<file path="config.mk">
export PLATFORM = sky130hd
export DESIGN_NAME = npwr_dist
export DESIGN_NICKNAME = d
export VERILOG_FILES = /design/src/rtl/npwr_pkg.sv /design/src/rtl/npwr_dist.sv
export SDC_FILE = /design/constraint.sdc
export NUM_CORES = 2
export LEC_CHECK = 0
export ABC_CLOCK_PERIOD_IN_PS = 9700
export BUFFER_PORTS_ARGS = -buffer_cell sky130_fd_sc_hd__buf_4
export CAP_MARGIN = 20
export CORE_MARGIN = 2
export CORE_UTILIZATION = 65
export CTS_BUF_LIST = sky130_fd_sc_hd__clkbuf_8
export DETAILED_ROUTE_END_ITERATION = 16
export PLACE_DENSITY = 0.94
export SLEW_MARGIN = 20
export SYNTH_ARGS = -nofsm -noshare
export SYNTH_HDL_FRONTEND = slang
export SYNTH_SLANG_ARGS = --single-unit
</file>
<file path="constraint.sdc">
create_clock -name i_clk -period 9.7 [get_ports i_clk]
set_input_delay 1.94 -clock i_clk [delete_from_list [all_inputs] [get_ports i_clk]]
set_output_delay 1.94 -clock i_clk [all_outputs]
set_load 0.05 [all_outputs]
</file>
<file path="src/rtl/npwr_pkg.sv">
// Package for the nearest-point-within-radius search block.
// Holds the field widths, the action codes and the request and response structs.
// Every rtl file depends on this package.
`default_nettype none

package npwr_pkg;

    localparam int MAX_POINTS = 1024;
    localparam int COORD_BITS = 24;
    localparam int RADIUS_W   = 23;
    localparam int RADSQ_W    = 2 * RADIUS_W;
    localparam int INDEX_W    = 10;
    localparam int DIFF_W     = COORD_BITS + 1;
    localparam int SQ_W       = 2 * DIFF_W;
    localparam int DIST_W     = 52;

    localparam logic [RADIUS_W-1:0] RADIUS_RESET = RADIUS_W'(1024);

    typedef enum logic [1:0] {
        ACT_CLEAR = 2'd0,
        ACT_LOAD  = 2'd1,
        ACT_QUERY = 2'd2
    } t_action;

    typedef struct packed {
        t_action                action;
        logic [COORD_BITS-1:0]  coord_x;
        logic [COORD_BITS-1:0]  coord_y;
        logic [COORD_BITS-1:0]  coord_z;
    } t_in_req;

    typedef struct packed {
        logic                   found;
        logic [INDEX_W-1:0]     match_index;
        logic [DIST_W-1:0]      best_dist_sq;
        logic                   status;
    } t_out_rsp;

    typedef struct packed {
        logic [COORD_BITS-1:0]  x;
        logic [COORD_BITS-1:0]  y;
        logic [COORD_BITS-1:0]  z;
    } t_point;

endpackage

`default_nettype wire

</file>
<file path="src/rtl/npwr_dist.sv">
// Three-stage squared distance pipeline: absolute differences, squares, sum.
// Carries the point index and a last-point flag alongside. Depends on npwr_pkg.
`default_nettype none

module npwr_dist #(
    parameter int ADDR_W = $clog2(npwr_pkg::MAX_POINTS)
) (
    input  wire                           i_clk,
    input  wire                           i_rst_n,
    input  wire                           i_valid,
    input  wire                           i_last,
    input  wire  [ADDR_W-1:0]             i_index,
    input  wire npwr_pkg::t_point         i_ref,
    input  wire npwr_pkg::t_point         i_query,
    output logic                          o_valid,
    output logic                          o_last,
    output logic [ADDR_W-1:0]             o_index,
    output logic [npwr_pkg::DIST_W-1:0]   o_dist
);

    localparam int DW = npwr_pkg::DIFF_W;
    localparam int SW = npwr_pkg::SQ_W;
    localparam int TW = npwr_pkg::DIST_W;

    logic [2:0]        r_valid;
    logic [2:0]        r_last;
    logic [ADDR_W-1:0] r_idx [3];

    logic [DW-1:0] r_ax, r_ay, r_az;
    logic [SW-1:0] r_sx, r_sy, r_sz;
    logic [TW-1:0] r_sum;

    function automatic logic [DW-1:0] abs_diff(
        input logic [npwr_pkg::COORD_BITS-1:0] a,
        input logic [npwr_pkg::COORD_BITS-1:0] b
    );
        logic signed [DW-1:0] d;
        begin
            d = $signed({a[npwr_pkg::COORD_BITS-1], a}) -
                $signed({b[npwr_pkg::COORD_BITS-1], b});
            abs_diff = d[DW-1] ? DW'(-d) : DW'(d);
        end
    endfunction

    always_ff @(posedge i_clk) begin
        if (!i_rst_n) begin
            r_valid <= '0;
        end else begin
            r_valid <= {r_valid[1:0], i_valid};
        end
    end

    always_ff @(posedge i_clk) begin
        r_last   <= {r_last[1:0], i_last};
        r_idx[0] <= i_index;
        r_idx[1] <= r_idx[0];
        r_idx[2] <= r_idx[1];
        r_ax     <= abs_diff(i_ref.x, i_query.x);
        r_ay     <= abs_diff(i_ref.y, i_query.y);
        r_az     <= abs_diff(i_ref.z, i_query.z);
        r_sx     <= r_ax * r_ax;
        r_sy     <= r_ay * r_ay;
        r_sz     <= r_az * r_az;
        // Three squares of at most 2^48 each cannot reach the 52-bit cap.
        r_sum    <= TW'(r_sx) + TW'(r_sy) + TW'(r_sz);
    end

    assign o_valid = r_valid[2];
    assign o_last  = r_last[2];
    assign o_index = r_idx[2];
    assign o_dist  = r_sum;

endmodule

`default_nettype wire

</file>
### Word-level counts from Yosys, hierarchy flattened

Memory sizes are Yosys's and may differ from the RTL's.
Index checks and enable logic that the tools add are counted.

* register bits after elaboration: 283
* memory bits (writable): 30
* output and inout bits: 64
* bits of input ports: 158
* memories: 1
* logic and storage cells: 27

Memory list
* r_idx: depth 3, bits a word 10, read ports 3, clocked after Yosys merged registers in 0, wr ports 3, RTL line npwr_dist.sv:27 `logic [ADDR_W-1:0] r_idx [3];`

* multipliers: 3
* mux-type cells: 3
* $add $sub $neg: 8

Operators with widths (count)
* $mul A25 B25 Y50: 3
* $neg A25 Y25: 3
* $sub A24 B24 Y25: 3
* $mux W24: 3
* $add A51 B50 Y52: 1
* $add A50 B50 Y51: 1

### Logic depth before layout (Yosys ltp)

* depth in word-level cells: 3
* mapped depth: 29
* gate-level depth less buffers: 27

### Worst setup path after synthesis

OpenSTA, ideal clock, no wires.

* path type: register to register
* start point: register r_ay[18]
* end point: register r_sy[49]
* clock period less this slack: 7117 ps
* required time: 9572 ps
* data arrival time: 6989 ps
* path slack: 2583 ps
* stages on the path, launching flop included: 27
* path through: dfxtp_1 -> clkbuf_1 -> clkbuf_1 -> nand2_1 -> fa_1 -> inv_1 -> fa_1 -> inv_1 -> fa_1 -> fa_1 -> inv_1 -> fa_1 -> fa_1 -> inv_1 -> fa_1 -> inv_1 -> ha_1 -> clkbuf_1 -> nand3_1 -> nor3b_1 -> a21boi_1 -> o211ai_1 -> o31ai_1 -> nand4_1 -> a31oi_1 -> mux2i_1 -> nand4_1

* cells in the longest elaborated chain, start to end: 1

RTL lines
* start: declaration: RTL line npwr_dist.sv:29 `logic [DW-1:0] r_ax, r_ay, r_az;`
* start signal: assignment: RTL line npwr_dist.sv:59 `r_ay <= abs_diff(i_ref.y, i_query.y);`
* $mul A25 B25 Y50: RTL line npwr_dist.sv:62 `r_sy <= r_ay * r_ay;`
* end signal: assignment: RTL line npwr_dist.sv:62
* end: declaration: RTL line npwr_dist.sv:30 `logic [SW-1:0] r_sx, r_sy, r_sz;`

No other way between the ends.
A chain may end at the register's enable or synchronous reset.

### Final worst setup path

* start point: register r_ay[2]
* end point: register r_sy[49]

Same word-level chain as after synthesis.

==> run metrics <==
status=finished, final reports clean; CP dominant cell by count=fa_1; CP Max Fanout=23; clk_lat worst skew=0.78 ns; Final Max Slew Viols=0; DIE HEIGHT=331 um; nets@finish=10000; # rows=119; initial antenna violation count=10; Mean Syn Cell Area=9.15 um^2; final worst path period need=8.36 ns; P&R area growth vs syn=6.40%; Tot GR Track Use=0.346; Resize count post-CTS=0; top-area cell type share of the netlist area=0.419; Die X=331 um; Sink Count=310; Unique masters post-synth=109; via/cell ratio=5.85; Max-Cap Viols=0; RSZ-0062 raised after global routing=no; Pre-antenna DRT Iters=8; Fin Setup TNS=0 ns; HPWL Detailed=151000 um; largest net degree at the start of global routing=29; Starting DRT DRC Count=4413; Synth warnings=0; Fmax=120 MHz; number of hold buffers added after CTS=0; Worst path slowest cell=dfxtp_1; hold endpoint=r_last[1]$_DFF_P_; H-tree depth=2; Hold Startpoint=r_last[0]$_DFF_P_; final hold viol count=0; CP startpoint kind=flop; Seq/Total Area, Yosys=0.0894; r2r setup slk=1.34 ns; most common cell after layout, fill and taps aside=inv_1; Mapped Area=69400 um^2; Post CTS Setup Buffer Count=0; CP Class=flop to flop; synthesized flop and latch total=310; crit share post-route=0.862; clk buf depth=3; final WL=184000 um; CTS root buf=clkbuf_8; Clock transition at path regs=0.10 ns; Min-Delay Path Class=flop to flop; CP required=10.36 ns; first-pass GRT wire length=297000 um; TritonCTS clock tree=yes; gpl congestion=0.974; Post-synth EDFFs=0; Most used DFF post-synth=dfxtp_1; commonest cells after routing, fill and taps aside=2110 x inv_1, 1452 x fa_1, 687 x ha_1, 620 x nand2_1, 375 x and2_1; Setup Skew=0.0586 ns; Area contributors post-synth=fa_1 42%, ha_1 12%, inv_1 11%; drt wl/cell=20.1 um; layout cells sized above 1=0.0616; # setup viols final=0; max_slew headroom=0.229; Async S/R FF share, synth=0; CTS buffer count=56; vias in the first global route=59800; IO Pins=222; r2r endpoint=r_sy[49]$_DFF_P_; Starting Density=0.658; Worst path top cell family by delay=adder cells; Mapped Cells=7589; Worst R2R Path Depth=23; Worst setup EP type=flop; fillers=7039; Tightest Pin Transition=1.15 ns; post-route antenna net violation count=0; Reg2Reg Launch Point=r_ay[2]$_DFF_P_; Arrival @ worst endpoint=9.03 ns; Via Count=53600; Crit path largest cell delay=0.99 ns; total grt overflow=0; Synth area leader=fa_1; CP Cell Sequence=inv_1, nor2_1, fa_1, fa_1, fa_1, inv_1, fa_1, inv_1, fa_1, fa_1, inv_1, fa_1, inv_1, ha_1, nand2_1, nor3b_1, a21boi_1, o211ai_1, o31ai_1, nand4_1, a31oi_1, mux2i_1, nand4_1; CP Buf/Inv Count=5; die area=109000 um^2; DRC=0; hold depth=0; number of I/O port buffers=221; core area=106000 um^2
## stage by stage
stage                      util  cells  hold slack (ns)  worst slack [ns]  area, um^2
after detailed placement  0.686   9049            0.313              1.54       72400
after global placement    0.686   9049            0.310              1.83       72400
final                     0.700   9157            0.326              1.34       73900
after floorplan               -   7591            0.310              2.58       69400
after CTS                 0.699   9154            0.328              1.54       73800
after global routing      0.700   9156            0.332             0.934       73900
## registers in the layout, indices dropped and copies added (netlist names)
register,cells
r_valid,3
r_sz,49
r_ax,25
r_idx,30
r_sx,49
r_az,25
o_dist,52
r_last,3
r_ay,25
r_sy,49
## routing by layer
metal  vias to the layer above  track usage  share of wire
li1                      23100            -              -
met1                     26200        0.403           0.34
met2                      3218        0.582           0.48
met3                      1025       0.0794           0.10
met4                         4        0.216          0.074
met5                         -            0        0.00015
## worst max path at each step
stage / from / endpoint / slack [ns] / depth (start not counted)
3_5_place_dp: r_ay[2]$_DFF_P_ / r_sy[49]$_DFF_P_ / 1.54 / 23
3_3_place_gp: r_ay[5]$_DFF_P_ / r_sy[49]$_DFF_P_ / 1.83 / 26
6_report: r_ay[2]$_DFF_P_ / r_sy[49]$_DFF_P_ / 1.34 / 23
4_1_cts: r_ay[2]$_DFF_P_ / r_sy[49]$_DFF_P_ / 1.54 / 23
2_1_floorplan: r_ay[18]$_DFF_P_ / r_sy[49]$_DFF_P_ / 2.58 / 26
5_1_grt: r_ay[2]$_DFF_P_ / r_sy[49]$_DFF_P_ / 0.93 / 23
## cells in the mapped netlist (7+ instances only)
cell type and instances:
inv_1 2104, fa_1 1452, ha_1 687, nand2_1 620, and2_1 375, dfxtp_1 310, a21oi_1 264, nor2_1 235
xnor2_1 220, clkbuf_1 194, o21ai_0 138, a21o_1 136, xor2_1 106, nand3_1 69, nor3_1 56, nand2b_1 42
nor2b_1 40, a31oi_1 38, nand4_1 36, o21a_1 36, and3_1 35, o211ai_1 29, o21bai_1 28, a211oi_1 26
o21ai_1 18, o31ai_1 18, or3_1 14, or2_2 13, a21boi_0 11, a31o_2 11, buf_4 11, nand3b_1 10
nor3b_1 10, mux2i_1 9, nor4_1 9, a221oi_1 8, a211o_1 7, buf_2 7, o22ai_1 7
## layout make-up
class                      count  area (um^2)  share of cell area
timing repair buffer         282         2120              0.0287
multi-input combinational   4957        54500               0.737
antenna                        3         7.51            0.000102
clock buffer                  71          977              0.0132
tap                         1391         1740              0.0236
inverter                    2109         7920               0.107
sequential                   310         6210              0.0841
clock inverter                34          439             0.00595
## logic make-up (layout without fill, tap and decap cells)
family	after synthesis	count (layout)	share of synthesized area
multiplexers	13	13	0.00195
AND/OR/NAND/NOR	1602	1602	0.114
adder cells (fa/ha/maj)	2139	2139	0.543
AO/OA/AOI/OAI	873	873	0.0841
flip-flops	310	310	0.0894
buffers and inverters	2324	2496	0.126
XOR/XNOR	327	327	0.0414
other	1	6	0.0000540
Power is not shown: default switching activity piles up to over one toggle a cycle in this logic, so the estimate is an artifact.
